[src/rtl/core/ucfs_pkg.sv]
// Package with the shared types and constants of the UART command frame supervisor.
package ucfs_pkg;

  localparam logic [1:0] OP_RX_BYTE = 2'd0;
  localparam logic [1:0] OP_TICK    = 2'd1;
  localparam logic [1:0] OP_STEP    = 2'd2;
  localparam logic [1:0] OP_NONE    = 2'd3;

  localparam logic [2:0] MODE_INIT     = 3'd0;
  localparam logic [2:0] MODE_SELFTEST = 3'd1;
  localparam logic [2:0] MODE_RUN      = 3'd2;
  localparam logic [2:0] MODE_LINKLOSS = 3'd3;
  localparam logic [2:0] MODE_ERROR    = 3'd4;

  localparam logic [1:0] FAULT_NONE     = 2'd0;
  localparam logic [1:0] FAULT_CHECKSUM = 2'd1;
  localparam logic [1:0] FAULT_LINKLOSS = 2'd2;

  localparam logic [1:0] CFG_INIT_WAIT     = 2'd0;
  localparam logic [1:0] CFG_SELFTEST_WAIT = 2'd1;
  localparam logic [1:0] CFG_LINK_TIMEOUT  = 2'd2;

  localparam logic [7:0]  CMD_TOGGLE   = 8'hA1;
  localparam logic [7:0]  CMD_LINKLOSS = 8'hE0;
  localparam logic [31:0] TICK_STEP    = 32'd10;
  localparam int unsigned FRAME_LEN    = 4;

  localparam logic [31:0] INIT_WAIT_RST     = 32'd20;
  localparam logic [31:0] SELFTEST_WAIT_RST = 32'd80;
  localparam logic [31:0] LINK_TIMEOUT_RST  = 32'd500;

  typedef struct packed {
    logic [1:0] operation;
    logic [7:0] rx_byte;
  } ucfs_in_t;

  typedef struct packed {
    logic [2:0] sys_mode;
    logic       led_ok;
    logic       led_err;
    logic [1:0] fault_code;
    logic [4:0] queued_bytes;
    logic       byte_dropped;
  } ucfs_out_t;

  typedef struct packed {
    logic       push;
    logic       pop;
    logic [7:0] data;
  } ucfs_fifo_req_t;

endpackage

[src/rtl/core/ucfs_rx_fifo.sv]
// Receive byte ring FIFO held in a synchronous memory with a registered read port.
module ucfs_rx_fifo
  import ucfs_pkg::*;
#(
  parameter int unsigned FIFO_DEPTH = 16,
  localparam int unsigned PTR_W = $clog2(FIFO_DEPTH),
  localparam int unsigned CNT_W = $clog2(FIFO_DEPTH + 1)
) (
  input  logic             clk_i,
  input  logic             rst_ni,
  input  ucfs_fifo_req_t   req_i,
  output logic [7:0]       rd_data_o,
  output logic [CNT_W-1:0] count_o,
  output logic             full_o
);

  logic [7:0]       mem [FIFO_DEPTH];
  logic [7:0]       rd_data_q;
  logic [PTR_W-1:0] wr_ptr_q, wr_ptr_d;
  logic [PTR_W-1:0] rd_ptr_q, rd_ptr_d;
  logic [CNT_W-1:0] count_q, count_d;
  logic             do_push;

  function automatic logic [PTR_W-1:0] next_ptr(input logic [PTR_W-1:0] p);
    next_ptr = (p == PTR_W'(FIFO_DEPTH - 1)) ? '0 : p + PTR_W'(1);
  endfunction

  assign full_o  = (count_q == CNT_W'(FIFO_DEPTH));
  assign do_push = req_i.push && !full_o;

  always_comb begin
    wr_ptr_d = do_push ? next_ptr(wr_ptr_q) : wr_ptr_q;
    rd_ptr_d = req_i.pop ? next_ptr(rd_ptr_q) : rd_ptr_q;
    count_d  = count_q + CNT_W'(do_push) - CNT_W'(req_i.pop);
  end

  always_ff @(posedge clk_i) begin
    if (do_push) begin
      mem[wr_ptr_q] <= req_i.data;
    end
    if (req_i.pop) begin
      rd_data_q <= mem[rd_ptr_q];
    end
  end

  always_ff @(posedge clk_i or negedge rst_ni) begin
    if (!rst_ni) begin
      wr_ptr_q <= '0;
      rd_ptr_q <= '0;
      count_q  <= '0;
    end else begin
      wr_ptr_q <= wr_ptr_d;
      rd_ptr_q <= rd_ptr_d;
      count_q  <= count_d;
    end
  end

  assign rd_data_o = rd_data_q;
  assign count_o   = count_q;

endmodule

[src/rtl/core/uart_command_frame_supervisor.sv]
// Top level of the UART command frame supervisor: event handling, mode control, result buffer.
// A received byte, a tick or an unused operation word is taken and its result word is
// registered into the result buffer. A main step with the pending flag set and at least four
// queued bytes pops a four-byte frame through the single read port of the receive store,
// one byte a cycle, and stalls the input until the frame is checked; other main steps do not.
// Results are buffered in two entries, so one new word is taken while a result still waits.
// The user writes the three thresholds on the plain write port only while the block is idle.
module uart_command_frame_supervisor
  import ucfs_pkg::*;
#(
  parameter int unsigned FIFO_DEPTH = 16
) (
  input  logic        clk_i,
  input  logic        rst_ni,
  input  logic        in_valid_i,
  output logic        in_stall_o,
  input  ucfs_in_t    in_word_i,
  output logic        out_valid_o,
  input  logic        out_stall_i,
  output ucfs_out_t   out_word_o,
  input  logic        cfg_we_i,
  input  logic [1:0]  cfg_index_i,
  input  logic [31:0] cfg_wdata_i
);

  localparam int unsigned CNT_W = $clog2(FIFO_DEPTH + 1);

  typedef enum logic {
    S_IDLE,
    S_FETCH
  } state_e;

  state_e           state_q, state_d;
  logic [1:0]       beat_q, beat_d;
  logic [7:0]       frame_q [3];
  logic [7:0]       frame_d [3];
  logic [2:0]       mode_q, mode_d, mode_step;
  logic [31:0]      tick_q, tick_d;
  logic             pend_q, pend_d;
  logic             ok_q, ok_d;
  logic             err_q, err_d;
  logic [1:0]       fault_q, fault_d;
  logic [31:0]      init_wait_q, selftest_wait_q, link_timeout_q;
  ucfs_out_t        out_q, out_d, spare_q, spare_d, res;
  logic             out_valid_q, out_valid_d, spare_valid_q, spare_valid_d;
  logic             res_valid, dropped, accept, out_pop;
  ucfs_fifo_req_t   fifo_req;
  logic [7:0]       rd_data;
  logic [CNT_W-1:0] count;
  logic [CNT_W-1:0] count_after;
  logic [31:0]      count_wide;
  logic             full;
  logic [7:0]       chk;

  ucfs_rx_fifo #(
    .FIFO_DEPTH(FIFO_DEPTH)
  ) u_rx_fifo (
    .clk_i    (clk_i),
    .rst_ni   (rst_ni),
    .req_i    (fifo_req),
    .rd_data_o(rd_data),
    .count_o  (count),
    .full_o   (full)
  );

  assign in_stall_o = (state_q != S_IDLE) || spare_valid_q;
  assign accept     = in_valid_i && !in_stall_o;
  assign out_pop    = out_valid_q && !out_stall_i;

  always_comb begin
    mode_step = mode_q;
    if (mode_step == MODE_INIT && tick_q > init_wait_q) begin
      mode_step = MODE_SELFTEST;
    end
    if (mode_step == MODE_SELFTEST && tick_q > selftest_wait_q) begin
      mode_step = MODE_RUN;
    end
    if (mode_step == MODE_RUN && tick_q > link_timeout_q) begin
      mode_step = MODE_LINKLOSS;
    end
  end

  always_comb begin
    state_d   = state_q;
    beat_d    = beat_q;
    frame_d   = frame_q;
    mode_d    = mode_q;
    tick_d    = tick_q;
    pend_d    = pend_q;
    ok_d      = ok_q;
    err_d     = err_q;
    fault_d   = fault_q;
    res_valid = 1'b0;
    dropped   = 1'b0;
    fifo_req  = '{push: 1'b0, pop: 1'b0, data: in_word_i.rx_byte};
    chk       = frame_q[0] ^ frame_q[1] ^ frame_q[2];
    unique case (state_q)
      S_IDLE: begin
        if (accept) begin
          unique case (in_word_i.operation)
            OP_RX_BYTE: begin
              fifo_req.push = 1'b1;
              dropped       = full;
              pend_d        = 1'b1;
              res_valid     = 1'b1;
            end
            OP_TICK: begin
              tick_d    = tick_q + TICK_STEP;
              res_valid = 1'b1;
            end
            OP_STEP: begin
              mode_d = mode_step;
              err_d  = err_q || (fault_q != FAULT_NONE);
              if (pend_q) begin
                pend_d = 1'b0;
              end
              if (pend_q && count >= CNT_W'(FRAME_LEN)) begin
                fifo_req.pop = 1'b1;
                state_d      = S_FETCH;
                beat_d       = 2'd0;
              end else begin
                res_valid = 1'b1;
              end
            end
            OP_NONE: begin
              res_valid = 1'b1;
            end
            default: begin
              res_valid = 1'b1;
            end
          endcase
        end
      end
      S_FETCH: begin
        if (beat_q != 2'd3) begin
          frame_d[beat_q] = rd_data;
          beat_d          = beat_q + 2'd1;
          fifo_req.pop    = 1'b1;
        end else begin
          if (chk != rd_data) begin
            fault_d = FAULT_CHECKSUM;
            mode_d  = MODE_ERROR;
          end else begin
            if (frame_q[0] == CMD_TOGGLE) begin
              ok_d = !ok_q;
            end
            if (frame_q[0] == CMD_LINKLOSS) begin
              fault_d = FAULT_LINKLOSS;
              mode_d  = MODE_LINKLOSS;
            end
          end
          err_d     = err_q || (fault_d != FAULT_NONE);
          state_d   = S_IDLE;
          res_valid = 1'b1;
        end
      end
      default: begin
        state_d = S_IDLE;
      end
    endcase
  end

  always_comb begin
    count_after      = count + CNT_W'(fifo_req.push && !full);
    count_wide       = 32'(count_after);
    res.sys_mode     = mode_d;
    res.led_ok       = ok_d;
    res.led_err      = err_d;
    res.fault_code   = fault_d;
    res.queued_bytes = count_wide[4:0];
    res.byte_dropped = dropped;
  end

  always_comb begin
    out_d         = out_q;
    out_valid_d   = out_valid_q;
    spare_d       = spare_q;
    spare_valid_d = spare_valid_q;
    if (out_pop) begin
      if (spare_valid_q) begin
        out_d         = spare_q;
        out_valid_d   = 1'b1;
        spare_valid_d = res_valid;
        if (res_valid) begin
          spare_d = res;
        end
      end else begin
        out_valid_d = res_valid;
        if (res_valid) begin
          out_d = res;
        end
      end
    end else if (res_valid) begin
      if (!out_valid_q) begin
        out_d       = res;
        out_valid_d = 1'b1;
      end else begin
        spare_d       = res;
        spare_valid_d = 1'b1;
      end
    end
  end

  always_ff @(posedge clk_i or negedge rst_ni) begin
    if (!rst_ni) begin
      state_q         <= S_IDLE;
      beat_q          <= 2'd0;
      frame_q         <= '{default: 8'd0};
      mode_q          <= MODE_INIT;
      tick_q          <= '0;
      pend_q          <= 1'b0;
      ok_q            <= 1'b0;
      err_q           <= 1'b0;
      fault_q         <= FAULT_NONE;
      init_wait_q     <= INIT_WAIT_RST;
      selftest_wait_q <= SELFTEST_WAIT_RST;
      link_timeout_q  <= LINK_TIMEOUT_RST;
      out_q           <= '0;
      spare_q         <= '0;
      out_valid_q     <= 1'b0;
      spare_valid_q   <= 1'b0;
    end else begin
      state_q       <= state_d;
      beat_q        <= beat_d;
      frame_q       <= frame_d;
      mode_q        <= mode_d;
      tick_q        <= tick_d;
      pend_q        <= pend_d;
      ok_q          <= ok_d;
      err_q         <= err_d;
      fault_q       <= fault_d;
      out_q         <= out_d;
      spare_q       <= spare_d;
      out_valid_q   <= out_valid_d;
      spare_valid_q <= spare_valid_d;
      if (cfg_we_i) begin
        unique case (cfg_index_i)
          CFG_INIT_WAIT:     init_wait_q     <= cfg_wdata_i;
          CFG_SELFTEST_WAIT: selftest_wait_q <= cfg_wdata_i;
          CFG_LINK_TIMEOUT:  link_timeout_q  <= cfg_wdata_i;
          default: begin
          end
        endcase
      end
    end
  end

  assign out_valid_o = out_valid_q;
  assign out_word_o  = out_q;

endmodule
[config.mk]
export PLATFORM = sky130hd
export DESIGN_NAME = uart_command_frame_supervisor
export DESIGN_NICKNAME = d
export VERILOG_FILES = /design/src/rtl/core/ucfs_pkg.sv /design/src/rtl/core/ucfs_rx_fifo.sv /design/src/rtl/core/uart_command_frame_supervisor.sv
export SDC_FILE = /design/constraint.sdc
export NUM_CORES = 1
export LEC_CHECK = 0
export BUFFER_PORTS_ARGS = -buffer_cell sky130_fd_sc_hd__buf_4
export CAP_MARGIN = 25
export CORE_ASPECT_RATIO = 1.2
export CORE_MARGIN = 5
export CORE_UTILIZATION = 40
export CTS_BUF_LIST = sky130_fd_sc_hd__clkbuf_8 sky130_fd_sc_hd__clkbuf_16
export DETAILED_ROUTE_END_ITERATION = 12
export MAX_ROUTING_LAYER = met4
export PLACE_DENSITY = 0.55
export SYNTH_ARGS = -nofsm -noshare
export SYNTH_HDL_FRONTEND = slang
export SYNTH_SLANG_ARGS = --single-unit
[constraint.sdc]
create_clock -name clk_i -period 2.6 [get_ports clk_i]
set_input_delay 0.39 -clock clk_i [delete_from_list [all_inputs] [get_ports clk_i]]
set_output_delay 0.39 -clock clk_i [all_outputs]
set_load 0.03 [all_outputs]
# Word-level counts from Yosys, hierarchy flattened
# Memory sizes are Yosys's and may differ from the RTL's. A register that Yosys moved wholly into a read port is not among the register bits.
# Index checks and enable logic that the tools add are counted.
[classes]
addsub = 6
n_lt_le_gt_ge = 6
n_eq_ne = 20
n_mux = 69
bitwise = 4
n_reduce_logical = 35
[op_table]
columns = ["op", "count"]
rows = [
  ["$mux 13", 9],
  ["$gt 32x32->1", 3],
  ["$add 32x4->32 const B", 1],
  ["$mux 1", 28],
  ["$bwmux 24", 1],
  ["$mux 3", 8],
  ["$mux 2", 11],
  ["$demux 8 s2", 1],
  ["$eq 8x8->1 const B", 2],
  ["$xor 8x8->8", 2],
  ["$pmux 1 s2", 6],
  ["$reduce_and 3->1", 4],
  ["$reduce_bool 2->1", 6],
  ["$reduce_and 2->1", 5],
  ["$add 4x1->4 const B", 2],
  ["$eq 4x4->1 const B", 2],
  ["$logic_and 1x1->1", 8],
  ["$mux 4", 2],
  ["$mux 8", 1],
  ["$ne 2x2->1 const B", 4],
  ["$ne 8x8->1", 1],
  ["$eq 2x2->1 const B", 3],
  ["$ne 2x1->1 const B", 3],
  ["$pmux 3 s2", 1],
  ["19 further kinds", 26],
]
[word_totals]
register_bits = 204
ramBits = 128
input_bits = 49
out_inout_bits = 15
elab_cells = 172
mem_count = 1
[mem_list]
columns = ["name", "words", "width", "read_ports", "rd_ports_with_merged_regs", "write_ports", "line", "rtl"]
rows = [
  ["u_rx_fifo.mem", 16, 8, 1, 1, 1, "ucfs_rx_fifo.sv:17", "logic [7:0] mem [FIFO_DEPTH];"],
]

# Longest topological paths before layout
# Gate-level depths: netlist of the first run.
[logic_depth]
depth_word = 15
depth_mapped = 10

# Modules after synthesis
# A second synthesis of the first run with hierarchy kept.
[unflattened]
hier_cells = 1237
area_unflattened_um2 = 16130.5
[by_module_without_submodules]
columns = ["module", "n_inst", "cells_each", "area_per_inst_um2"]
rows = [
  ["uart_command_frame_supervisor", 1, 940, 10164.7],
  ["ucfs_rx_fifo", 1, 297, 5965.7],
]

# Worst setup path before layout of the first run
# OpenSTA, ideal clock, no wires.
[synth_timing]
path_type = "reg2reg"
start = "register state_q"
end = "memory u_rx_fifo.mem[4][0] (enable)"
setup_time_ns = 0.383
arrival_time_ns = 2.044
t_required_ns = 2.217
setup_slack_ns = 0.172
stages_incl_launch_ff = 6
path_buffers = 0
path_cell_list = "dfrtp_1 > nor2_1 > nand2_1 > nor4b_2 > nand2_1 > nor3_1"
[synth_via]
elab_chain_cells = 8
[synth_rtl]
columns = ["element", "line", "rtl"]
rows = [
  ["start, declared", "uart_command_frame_supervisor.sv:33", "state_e state_q, state_d;"],
  ["start signal, assigned", "uart_command_frame_supervisor.sv:223", "state_q <= state_d;"],
  ["$logic_or 1x1->1", "uart_command_frame_supervisor.sv:66", "assign in_stall_o = (state_q != S_IDLE) || spare_valid_q;"],
  ["$logic_not 1->1", "uart_command_frame_supervisor.sv:67", "assign accept = in_valid_i && !in_stall_o;"],
  ["$logic_and 1x1->1", "uart_command_frame_supervisor.sv:67", ""],
  ["$mux 2", "uart_command_frame_supervisor.sv:99", "if (accept) begin"],
  ["$mux 1 (*)", "uart_command_frame_supervisor.sv:97", "unique case (state_q)"],
  ["$logic_and 1x1->1 (*)", "ucfs_rx_fifo.sv:29", "assign do_push = req_i.push && !full_o;"],
  ["net u_rx_fifo.do_push", "ucfs_rx_fifo.sv:22", "logic do_push;"],
  ["$mux 1 (*)", "ucfs_rx_fifo.sv:38", "if (do_push) begin"],
  ["$mux 1 (implied by the code) (*)", "ucfs_rx_fifo.sv:39", "mem[wr_ptr_q] <= req_i.data;"],
  ["end, declared", "ucfs_rx_fifo.sv:17", ""],
]
# The timed path passes the listed nets; every way through them passes the cells marked *.

# Final worst setup path of the first run
[layout_timing]
start = "register init_wait_q[2]"
end = "register out_q, in the netlist out_word_o[11]"
[layout_via]
elab_chain_cells = 15
word_cells_on_any_way = 17
[layout_rtl]
columns = ["element", "line", "rtl"]
rows = [
  ["start, declared", "uart_command_frame_supervisor.sv:43", "logic [31:0] init_wait_q, selftest_wait_q, link_timeout_q;"],
  ["start signal, assigned", "uart_command_frame_supervisor.sv:238", "CFG_INIT_WAIT: init_wait_q <= cfg_wdata_i;"],
  ["$gt 32x32->1 (*)", "uart_command_frame_supervisor.sv:72", "if (mode_step == MODE_INIT && tick_q > init_wait_q) begin"],
  ["$logic_and 1x1->1 (*)", "uart_command_frame_supervisor.sv:72", ""],
  ["$mux 3 (*)", "uart_command_frame_supervisor.sv:72", ""],
  ["$eq 3x1->1", "uart_command_frame_supervisor.sv:75", "if (mode_step == MODE_SELFTEST && tick_q > selftest_wait_q) begin"],
  ["$logic_and 1x1->1", "uart_command_frame_supervisor.sv:75", ""],
  ["$mux 3 (*)", "uart_command_frame_supervisor.sv:75", ""],
  ["$eq 3x2->1", "uart_command_frame_supervisor.sv:78", "if (mode_step == MODE_RUN && tick_q > link_timeout_q) begin"],
  ["$logic_and 1x1->1", "uart_command_frame_supervisor.sv:78", ""],
  ["$mux 3 (*)", "uart_command_frame_supervisor.sv:78", ""],
  ["$mux 3 (*)", "uart_command_frame_supervisor.sv:100", "unique case (in_word_i.operation)"],
  ["$mux 3 (*)", "uart_command_frame_supervisor.sv:99", ""],
  ["$pmux 3 s2 (*)", "uart_command_frame_supervisor.sv:97", ""],
  ["$mux 13, on equally long branches", "uart_command_frame_supervisor.sv:194, uart_command_frame_supervisor.sv:189", ""],
  ["$mux 13, on equally long branches", "uart_command_frame_supervisor.sv:193, uart_command_frame_supervisor.sv:180", ""],
  ["$mux 13 (*)", "uart_command_frame_supervisor.sv:179", "if (out_pop) begin"],
  ["end signal, assigned", "uart_command_frame_supervisor.sv:232", "out_q <= out_d;"],
  ["end, declared", "uart_command_frame_supervisor.sv:44", "ucfs_out_t out_q, out_d, spare_q, spare_d, res;"],
]
# Every way passes the cells marked *; elsewhere a longest branch is shown, timed or not. The select of a mux whose other input is x is not followed.
# A chain may end at the register's enable or synchronous reset.

==> results of run 1 <==
[what timing repair did]
item                                   4_1_cts  5_1_grt
buffers inserted                             1        3
pin swaps                                    5       21
resized for setup                            7       31
hold buffers                                 1        0
endpoints found under the hold margin       42        0
setup endpoints to repair                    4        4
[through the flow]
step | setup WS, ps | setup TNS (ps) | total power, mW
after floorplan | 172 | 0 | 11.1
after global placement | -17.9 | -17.9 | 12.8
after detailed placement | -58.1 | -93.3 | 12.9
after CTS | -11.3 | -11.3 | 18.2
after global routing | -63.2 | -185 | 19.1
final | 23.1 | 0 | 18.0
[power groups by stage]
stage	clock, mW	combinational (mW)	sequential, mW
floorplan	0	3.69	7.40
global placement	0	5.36	7.46
detailed placement	0	5.44	7.49
CTS	5.34	5.48	7.40
global route	5.54	6.07	7.53
finish	5.15	5.46	7.40
[synth_stat cells, types with 3 or more instances]
library cell,n
o21ai_1,18
clkbuf_1,21
dfstp_2,10
nand2b_1,3
mux4_2,16
buf_2,7
dfrtp_1,193
a22oi_1,10
nand3_1,22
o21ai_0,63
buf_1,3
mux2_1,8
nand4_1,27
nand4b_1,3
nand3b_1,3
and3_1,8
xor2_1,25
ha_1,107
edfxtp_1,136
mux2i_1,33
nor4_2,3
a21oi_1,61
mux2_2,99
inv_1,116
nor2_1,39
nor4_1,9
a221oi_1,10
o31ai_1,6
and2_1,8
nor3_1,12
o211ai_1,3
a211oi_1,10
xnor2_1,38
nand2_1,103
a21o_1,10
nor3b_1,3
[logic make-up (layout without fill, tap and decap cells)]
family          Yosys count  count (layout)  share of synthesized area, %
fa+ha+maj               107             107                          8.36
mux                     156             156                          11.8
buf+inv                 147             347                          3.50
xor+xnor                 63              63                          3.45
compound gates          207             207                          7.63
flops                   339             339                          57.3
simple gates            256             256                          7.93
[registers in the layout, indices dropped and copies added, names as in the netlist, 5 cells and up]
signal and flops:
selftest_wait_q 32, frame_q 24, link_timeout_q 32, u_rx_fifo.mem 128, init_wait_q 32, spare_q 13, u_rx_fifo.rd_data_o 8, out_word_o 13
u_rx_fifo.count_o 5, tick_q 31
[worst min-delay path: stages]
cell,delay (ps)
buf_4,90
nand2_1,40
o21ai_0,60
[cell usage in the layout (no fill, tap or decap), drive strengths merged, types with 4 or more instances in the layout]
cell type,instances
a211oi,10
a21o,10
a21oi,61
a221oi,10
a22oi,10
and2,8
and3,8
buf,162
clkbuf,44
clkinv,11
clkinvlp,4
dfrtp,193
dfstp,10
edfxtp,136
ha,107
inv,123
mux2,107
mux2i,33
mux4,16
nand2,103
nand3,22
nand4,27
nor2,40
nor3,12
nor3b,4
nor4,12
o21ai,82
o31ai,6
xnor2,38
xor2,25
[worst max-delay path by stage]
| stage | to | cells past startpoint |
|---|---|---|
| 3_5_place_dp | spare_q[10]$_DFFE_PN0P_ | 12 |
| 3_3_place_gp | spare_q[10]$_DFFE_PN0P_ | 10 |
| 6_report | out_word_o[11]$_DFFE_PN0P_ | 12 |
| 2_1_floorplan | u_rx_fifo.mem[4][0]$_DFFE_PP_ | 5 |
| 4_1_cts | spare_q[10]$_DFFE_PN0P_ | 10 |
| 5_1_grt | out_word_o[10]$_DFFE_PN0P_ | 11 |
[cell type report]
class                           count  area (um2)  area share [%]
Sequential cell                   339        9180            47.6
Multi-Input combinational cell    789        6480            33.6
Timing Repair Buffer              164        1310            6.78
Clock buffer                       43        1030            5.35
Tap cell                          533         667            3.46
Inverter                          116         435            2.26
Clock inverter                     24         174           0.902
[per-layer routing]
| metal | track usage (%) | part of all wire (%) |
|---|---|---|
| met1 | 19.0 | 41 |
| met2 | 29.9 | 53 |
| met3 | 2.42 | 2.8 |
| met4 | 4.84 | 2.9 |
| met5 | - | 0 |
==> out/metrics.yaml, run 1 <==
fin_util_pct: 48.6
synth_edf_count: 136
max_cap_violations: 0
cp_cell_sequence: "inv_2, ha_4, nand4b_1, nor4_4, buf_4, a2111oi_4, a21oi_4, o221ai_2, buf_4, o211ai_1, o21ai_2, o31ai_2"
drv_slew: 0
rrSetupSlack_ps: 20
grt_start_max_net_pins: 64
min_period_ps: 2580
tritoncts: "done"
nFillCells: 3590
antenna_cells: 0
worstRegToRegCells: 12
synthCells: 1275
critical_path_buf_inv_count: 3
coreArea_mm2: 0.0396
holdPathEnd: "init_wait_q[26]$_DFFE_PN0P_"
clock_sinks: 339
worstSetupPathType: "reg -> reg"
p_int_mw: 12.2
final-instance-count-excl-fill: 2008
core.rowCount: 80
layout.nets: 1603
antenna_found_initial: 0
min_period_over_period_pct: 99.1
die_y_um: 229
synth_top_cell_area_share_pct: 30.2
drive_above_1_share_pct: 26.4
grt_usage_pct: 16.6
r2r_end: "out_word_o[11]$_DFFE_PN0P_"
fin_skew_ps: 9.84
worstSkewPairLatency_ps: 530
leakagePower_nw: 8.34
path_common_cell: "buf_4"
p_sw_share_pct: 32.5
p_sw_mw: 5.85
syn_area_per_cell_um2: 12.6
r2r_start: "init_wait_q[2]$_DFFE_PN1P_"
numCtsBuffers: 37
syn-cell-area_mm2: 0.0160
pin_count: 64
vias_per_cell: 5.05
synth_nets: 1431
hold_ws_ps: 86.6
synth_area_leaders: "dfrtp_1 30%, edfxtp_1 26%, ha_1 8.4%"
cts-root-buf: "clkbuf_16"
peakVddDrop_mv: 0.569
outcome: "completed"
ys_ff_latch: 339
power_density_mw_per_mm2: 935
worst_path_max_delay_cell: "dfstp_2"
ant_nets: 0
max_freq_mhz: 388
pwr-share-clk_pct: 28.6
placedCellCount: 1937
ys_seq_area_share_pct: 57.3
start_kind: "flop"
yosys.area.top_type: "dfrtp_1"
first_pass_iters: 5
initial_core_util_pct: 40.4
die_area_mm2: 0.0442
grt_pass1_vias: 10500
min_path_cells: 3
routed_wirelength_um: 35500
grt-ovfl-total: 0
die_w_um: 193
hold_path.startpoint: "cfg_wdata_i[26]"
rsz0062_at_grt: "true"
hpwlAfterDp_um: 25800
crit_start: "init_wait_q[2]$_DFFE_PN1P_"
cts_buffer_depth: 3
yosys_warnings: 0
async_flop_share_pct: 59.9
hold_violations: 0
port_buffers: 63
place_congestion: 0.822
critical_path.endpoint_type: "flop"
max_slew_margin_pct: 57.4
cp_top_family: "compound AO/OA/AOI/OAI gates"
hold_path.class: "in -> reg"
post-route-cell-area_mm2: 0.0193
post_drt_wl_per_cell_um: 17.7
cp_max_fo: 3
crit_path_max_incr_delay_ps: 520
p_seq_share_pct: 41.1
tightest_slew_ps: 639
drc: 0
area_growth_pct: 20.3
clkTransAtPathRegs_ps: 60
required_ps: 3030
htree_levels: 2
grt_pass1_wl_um: 56300
synthFlopType: "dfrtp_1"
comb_power_share_pct: 30.3
first_iter_violations: 393
finalSetupViolCount: 0
vias: 10100
placed_cell_area_mm2: 0.0178
yosys.cell_types.count: 59
arrival_ps: 3010
(Power assumes the default switching activity.)
==> inputs of run 2 (changes only) <==
--- a/config.mk
+++ b/config.mk
@@ -5,10 +5,11 @@
 export SDC_FILE = /design/constraint.sdc
 export NUM_CORES = 1
 export LEC_CHECK = 0
+export ABC_CLOCK_PERIOD_IN_PS = 2600
 export BUFFER_PORTS_ARGS = -buffer_cell sky130_fd_sc_hd__buf_4
 export CAP_MARGIN = 25
 export CORE_ASPECT_RATIO = 1.2
-export CORE_MARGIN = 5
+export CORE_MARGIN = 4
 export CORE_UTILIZATION = 40
 export CTS_BUF_LIST = sky130_fd_sc_hd__clkbuf_8 sky130_fd_sc_hd__clkbuf_16
 export DETAILED_ROUTE_END_ITERATION = 12
==> out/metrics.yaml, run 2 (synthesized netlist as in run 1, its figures left out) <==
port_buffers: 63  # unchanged
grt_start_max_net_pins: 68  # +6.3%
layout.nets: 1606  # +0.19%
die_w_um: 191  # -1.0%
max_cap_violations: 0  # unchanged
drive_above_1_share_pct: 25.0  # -1.4 points
cp_max_fo: 3  # unchanged
finalSetupViolCount: 0  # unchanged
power_density_mw_per_mm2: 947  # +1.3%
worstSkewPairLatency_ps: 550  # +20 ps
final_common_cell: "dfrtp_1"
post_drt_wl_per_cell_um: 17.5  # -0.79%
htree_levels: 2  # unchanged
hpwlAfterDp_um: 25500  # -1.5%
nFillCells: 3606  # +0.45%
worstSetupPathType: "reg -> reg"
drv_slew: 0  # unchanged
pin_count: 64  # unchanged
cts_buffer_depth: 3  # unchanged
outcome: "completed"
start_kind: "flop"
critical_path.endpoint_type: "flop"
first_iter_violations: 402  # +2.3%
p_seq_share_pct: 40.3  # -0.8 points
die_y_um: 227  # -0.87%
grt_pass1_vias: 10600  # +0.96%
p_sw_mw: 5.79  # -1.1%
final_cell_mix: "191 x dfrtp_1, 159 x buf_4, 136 x edfxtp_1"
min_period_over_period_pct: 98.7  # -0.46 points
clock_sinks: 339  # unchanged
arrival_ps: 3030  # +20 ps
tightest_slew_ps: 548  # -90.8 ps
vias: 10200  # +0.18%
comb_power_share_pct: 30.0  # -0.3 points
antenna_cells: 0  # unchanged
final.setup.tns_ps: 0  # unchanged
die_area_mm2: 0.0433  # -1.9%
tritoncts: "done"
max_freq_mhz: 390  # +0.46%
grt-ovfl-total: 0  # unchanged
area_growth_pct: 20.2  # about the same
grt_pass1_wl_um: 56800  # +0.83%
clkTransAtPathRegs_ps: 60  # about the same
max_slew_margin_pct: 63.4  # +6.1 points
peakVddDrop_mv: 0.627  # +10%
largest_register: "u_rx_fifo.mem"
first_pass_iters: 6  # +1
hold_path.class: "in -> reg"
coreArea_mm2: 0.0396  # unchanged
leakagePower_nw: 8.38  # +0.52%
place_congestion: 0.808  # -1.7%
initial_core_util_pct: 40.4  # unchanged
min_period_ps: 2560  # -11.9 ps
p_int_mw: 12.4  # +2.4%
routed_wirelength_um: 35200  # -0.65%
ant_nets: 0  # unchanged
antenna_found_initial: 0  # unchanged
core.rowCount: 80  # unchanged
rsz0062_at_grt: "true"
grt_usage_pct: 17.2  # +0.55 points
hold_violations: 0  # unchanged
required_ps: 3060  # +30 ps
cts-root-buf: "clkbuf_16"
drc: 0  # unchanged
power_mw: 18.2  # +1.2%
numCtsBuffers: 38  # +2.7%
p_sw_share_pct: 31.7  # -0.75 points
fin_skew_ps: 17.4  # +7.59 ps
pwr-share-clk_pct: 29.7  # +1.1 points
largest_reg_flops: 128  # unchanged
vias_per_cell: 5.05  # about the same
==> run 2: changes by cell type in the layout (fill, tap and decap cells not counted), sizes merged <==
cell | previous run | this run
buf | 162 | 164
clkinvlp | 4 | 2
clkbuf | 44 | 43
bufinv | 2 | 5
clkinv | 11 | 10
inv | 123 | 125
==> run 2: layer usage <==
metal,up-vias,wire (um),global-route usage [%]
li1,4952,-,-
met1,5012,14500,19.7
met2,130,18800,30.7
met3,64,923,2.48
met4,0,1030,6.10
met5,-,0,-
==> run 2: timing repair <==
| action | in CTS | in global routing |
|---|---|---|
| gates cloned | 0 | 0 |
| pin swaps | 1 | 16 |
| endpoints found under the hold margin | 41 | 0 |
| gates resized for setup | 3 | 18 |
| setup buffers | 1 | 3 |
| setup endpoints to repair | 4 | 4 |
| hold buffers | 1 | 0 |
==> run 2: final cells by class <==
type	count	area, um2	share of cell area [%]
Sequential cell	339	9180	47.7
Multi-Input combinational cell	789	6390	33.2
Timing Repair Buffer	166	1320	6.84
Clock buffer	42	1020	5.28
Tap cell	533	667	3.46
Inverter	116	435	2.26
Clock inverter	26	246	1.28
==> run 2: power groups by stage <==
stage	registers [mW]	clock network (mW)	logic (mW)
after global placement	7.41	0	5.41
after CTS	7.36	5.60	5.53
after detailed placement	7.45	0	5.49
after floorplan	7.40	0	3.69
final	7.35	5.42	5.47
after global routing	7.49	5.82	6.14
==> run 2: worst paths after layout <==
path | from | endpoint | slack, ps | cells after the start
worst max-delay path | init_wait_q[2]$_DFFE_PN1P_ | out_word_o[11]$_DFFE_PN0P_ | 40 | 12
worst min-delay path | cfg_wdata_i[25] | init_wait_q[25]$_DFFE_PN0P_ | 70 | 3
worst max register to register | init_wait_q[2]$_DFFE_PN1P_ | out_word_o[11]$_DFFE_PN0P_ | 40 | 12
worst min register to register | ok_q$_DFF_PN0_ | ok_q$_DFF_PN0_ | 480 | 1
max in group asynchronous | rst_ni | spare_q[3]$_DFFE_PN0P_ | 1480 | 3
min in group asynchronous | rst_ni | selftest_wait_q[13]$_DFFE_PN0P_ | 390 | 2
==> run 2: through the flow <==
step	instances	worst slack, ps	util, %	hold slack [ps]	area [um2]
2_1_floorplan	1275	172	-	94.4	16000
3_3_place_gp	1939	9.28	45.0	397	17800
6_report	2011	35.0	48.6	65.1	19300
3_5_place_dp	1939	-28.0	45.0	394	17800
5_1_grt	2011	-70.7	48.6	68.1	19300
4_1_cts	2009	2.96	48.3	38.2	19100
==> run 2: critical path: stages (launching register included) <==
cell and delay [ps]:
dfstp_2 520, inv_2 50, ha_4 260, nand4b_1 170, nor4_4 340, buf_4 170
a2111oi_4 40, a21oi_2 170, o221ai_2 100, buf_4 150, o211ai_1 210, o21ai_2 110
o31ai_1 190
==> inputs of run 3 (changes only) <==
--- a/config.mk
+++ b/config.mk
@@ -5,6 +5,7 @@
 export SDC_FILE = /design/constraint.sdc
 export NUM_CORES = 1
 export LEC_CHECK = 0
+export ABC_AREA = 1
 export ABC_CLOCK_PERIOD_IN_PS = 2600
 export BUFFER_PORTS_ARGS = -buffer_cell sky130_fd_sc_hd__buf_4
 export CAP_MARGIN = 25
==> out/metrics.yaml, run 3 <==
core.rowCount: 80  # unchanged
first_pass_iters: 4  # -2
p_seq_share_pct: 41.3  # +1.0 points
largest_register: "u_rx_fifo.mem"
synth_most_common_cell: "nand2_1"
vias_per_cell: 4.89  # -3.2%
min_path_cells: 3  # unchanged
place_congestion: 0.842  # +4.2%
cts-root-buf: "clkbuf_16"
die_y_um: 229  # +0.72%
synth_area_leaders: "dfrtp_1 30%, edfxtp_1 25%, nand2_1 8.5%"
synth_top_cell_area_share_pct: 29.7  # -0.44 points
arrival_ps: 2790  # -240 ps
final_cell_mix: "366 x nand2_1, 233 x inv_1, 210 x o21ai_0"
synth_nets: 1831  # +28%
synth_edf_count: 136  # unchanged
finalSetupViolCount: 0  # unchanged
r2r_start: "tick_q[23]$_DFFE_PN0P_"
ys_ff_latch: 339  # unchanged
max_freq_mhz: 425  # +9.0%
tightest_slew_ps: 634  # +85.6 ps
clock_sinks: 339  # unchanged
grt_usage_pct: 17.7  # +0.53 points
layout.nets: 1937  # +21%
cts_buffer_depth: 3  # unchanged
required_ps: 3030  # -30 ps
p_sw_share_pct: 34.3  # +2.6 points
hold_path.startpoint: "out_stall_i"
vias: 11500  # +13%
pre_cts_slack_ps: 107  # +135 ps
cp_max_fo: 7  # +4
syn-cell-area_mm2: 0.0163  # +1.5%
leakagePower_nw: 8.85  # +5.6%
p_int_mw: 11.4  # -8.3%
drv_slew: 0  # unchanged
first_iter_violations: 555  # +38%
placed_cell_area_mm2: 0.0177  # -1.1%
die_w_um: 192  # +0.71%
async_flop_share_pct: 59.9  # unchanged
outcome: "completed"
hold_ws_ps: 78.7  # +13.6 ps
pin_count: 64  # unchanged
grt_pass1_wl_um: 60900  # +7.3%
power_density_mw_per_mm2: 920  # -2.9%
seqCellArea_mm2: 0.00918  # about the same
post_cts_buffers: 0  # -1
layout_setup_ws_ps: 246  # +211 ps
final_common_cell: "nand2_1"
multi_input_area_mm2: 0.00609  # -4.8%
rsz0062_at_grt: "false"
min_period_over_period_pct: 90.5  # -8.1 points
synthCells: 1675  # +31%
rrSetupSlack_ps: 250  # +210 ps
ant_nets: 0  # unchanged
r2r_end: "spare_q[10]$_DFFE_PN0P_"
ys_seq_area_share_pct: 56.5  # -0.84 points
fin_skew_ps: 21.7  # +4.25 ps
coreArea_mm2: 0.0399  # +0.76%
grt_start_max_net_pins: 67  # -1.5%
start_kind: "flop"
clkTransAtPathRegs_ps: 60  # about the same
drive_above_1_share_pct: 11.3  # -14 points
antenna_cells: 0  # unchanged
hpwlAfterDp_um: 26200  # +2.8%
worstRegToRegCells: 16  # +4
critical_path.endpoint_type: "flop"
min_period_ps: 2350  # -211 ps
post_drt_wl_per_cell_um: 15.7  # -10%
numCtsBuffers: 38  # unchanged
nFillCells: 3757  # +4.2%
holdPathEnd: "out_valid_o$_DFFE_PN0P_"
htree_levels: 2  # unchanged
fin_util_pct: 47.3  # -1.3 points
largest_reg_flops: 128  # unchanged
syn_area_per_cell_um2: 9.70  # -23%
routed_wirelength_um: 36800  # +4.6%
peakVddDrop_mv: 0.566  # -9.8%
worstSkewPairLatency_ps: 560  # about the same
p_sw_mw: 5.97  # +3.1%
worstSetupPathType: "reg -> reg"
yosys.area.top_type: "dfrtp_1"
drc: 0  # unchanged
synthFlopType: "dfrtp_1"
hold_violations: 0  # unchanged
grt_pass1_vias: 11700  # +10%
max_slew_margin_pct: 57.7  # -5.8 points
antenna_found_initial: 0  # unchanged
die_area_mm2: 0.0439  # +1.4%
port_buffers: 63  # unchanged
synth_common_cells: "366 x nand2_1, 219 x inv_1, 210 x o21ai_0"
yosys.cell_types.count: 38  # -36%
tritoncts: "done"
area_growth_pct: 16.2
post-route-cell-area_mm2: 0.0189  # -1.9%
yosys_warnings: 0  # unchanged
max_cap_violations: 0  # unchanged
initial_core_util_pct: 40.7  # +0.29 points
final.setup.tns_ps: 0  # unchanged
comb_power_share_pct: 29.0  # -1.0 points
pwr-share-clk_pct: 29.6  # about the same
hold_path.class: "in -> reg"
grt-ovfl-total: 0  # unchanged
run 3: timing repair:
| action | 4_1_cts | 5_1_grt |
|---|---|---|
| hold endpoints to repair | 51 | 0 |
| hold buffers | 1 | 0 |
| resized for setup | 0 | 4 |
| setup endpoints to repair | 0 | 4 |
run 3: per-stage QoR:
step | power [mW] | std cells
after global placement | 12.3 | 2273
after global routing | 18.6 | 2344
after floorplan | 10.6 | 1675
after CTS | 17.7 | 2344
after detailed placement | 12.4 | 2273
final | 17.4 | 2344
run 3: worst max-delay path, cell delays in order, from the launching register on:
cell	delay (ps)
dfrtp_1	480
ha_1	350
a21o_1	180
a21oi_1	110
nand2_1	100
a21oi_1	320
nand2_1	100
nand2_1	60
nand2_1	60
nand2_1	60
nand2_1	60
nand2_1	50
nand2_1	50
nand2_1	70
nand2_1	60
nand2_1	50
o21ai_0	60
run 3: worst max path at each step:
stage                      startpoint                        endpoint  depth (start not counted)
4_1_cts        tick_q[23]$_DFFE_PN0P_         spare_q[10]$_DFFE_PN0P_                         13
5_1_grt        tick_q[27]$_DFFE_PN0P_         spare_q[10]$_DFFE_PN0P_                         16
3_3_place_gp   tick_q[23]$_DFFE_PN0P_         spare_q[10]$_DFFE_PN0P_                         13
3_5_place_dp   tick_q[23]$_DFFE_PN0P_         spare_q[10]$_DFFE_PN0P_                         13
2_1_floorplan       state_q$_DFF_PN0_  u_rx_fifo.count_o[4]$_DFF_PN0_                          7
6_report       tick_q[23]$_DFFE_PN0P_         spare_q[10]$_DFFE_PN0P_                         16
run 3: area by class of cell:
class	count	share of cell area (%)
Clock buffer	45	5.60
Inverter	224	4.46
Tap cell	533	3.53
Clock inverter	25	0.782
Timing Repair Buffer	113	4.80
Multi-Input combinational cell	1065	32.2
Sequential cell	339	48.6
run 3: kinds of logic (layout without fill, tap and decap cells):
logic type / Yosys count / after routing / synth area share, %
AO/OA/AOI/OAI: 332 / 332 / 10.9
XOR/XNOR: 63 / 63 / 3.39
adder cells (fa/ha/maj): 107 / 107 / 8.24
buffers and inverters: 271 / 407 / 6.27
flip-flops: 339 / 339 / 56.5
AND/OR/NAND/NOR: 563 / 563 / 14.7
run 3: power by group through the flow:
stage               clock network [mW]  logic [mW]  registers (mW)
floorplan                            0        3.29            7.29
global placement                     0        5.05            7.26
detailed placement                   0        5.12            7.28
CTS                               5.32        5.13            7.20
global route                      5.53        5.80            7.30
finish                            5.15        5.05            7.18
run 3: routing by layer:
| metal | part of all wire [%] | global-route usage, % | vias up |
|---|---|---|---|
| li1 | - | - | 5784 |
| met1 | 43 | 21.2 | 5444 |
| met2 | 51 | 30.5 | 161 |
| met3 | 3.5 | 2.54 | 74 |
| met4 | 3.0 | 6.06 | 0 |
| met5 | 0 | - | - |
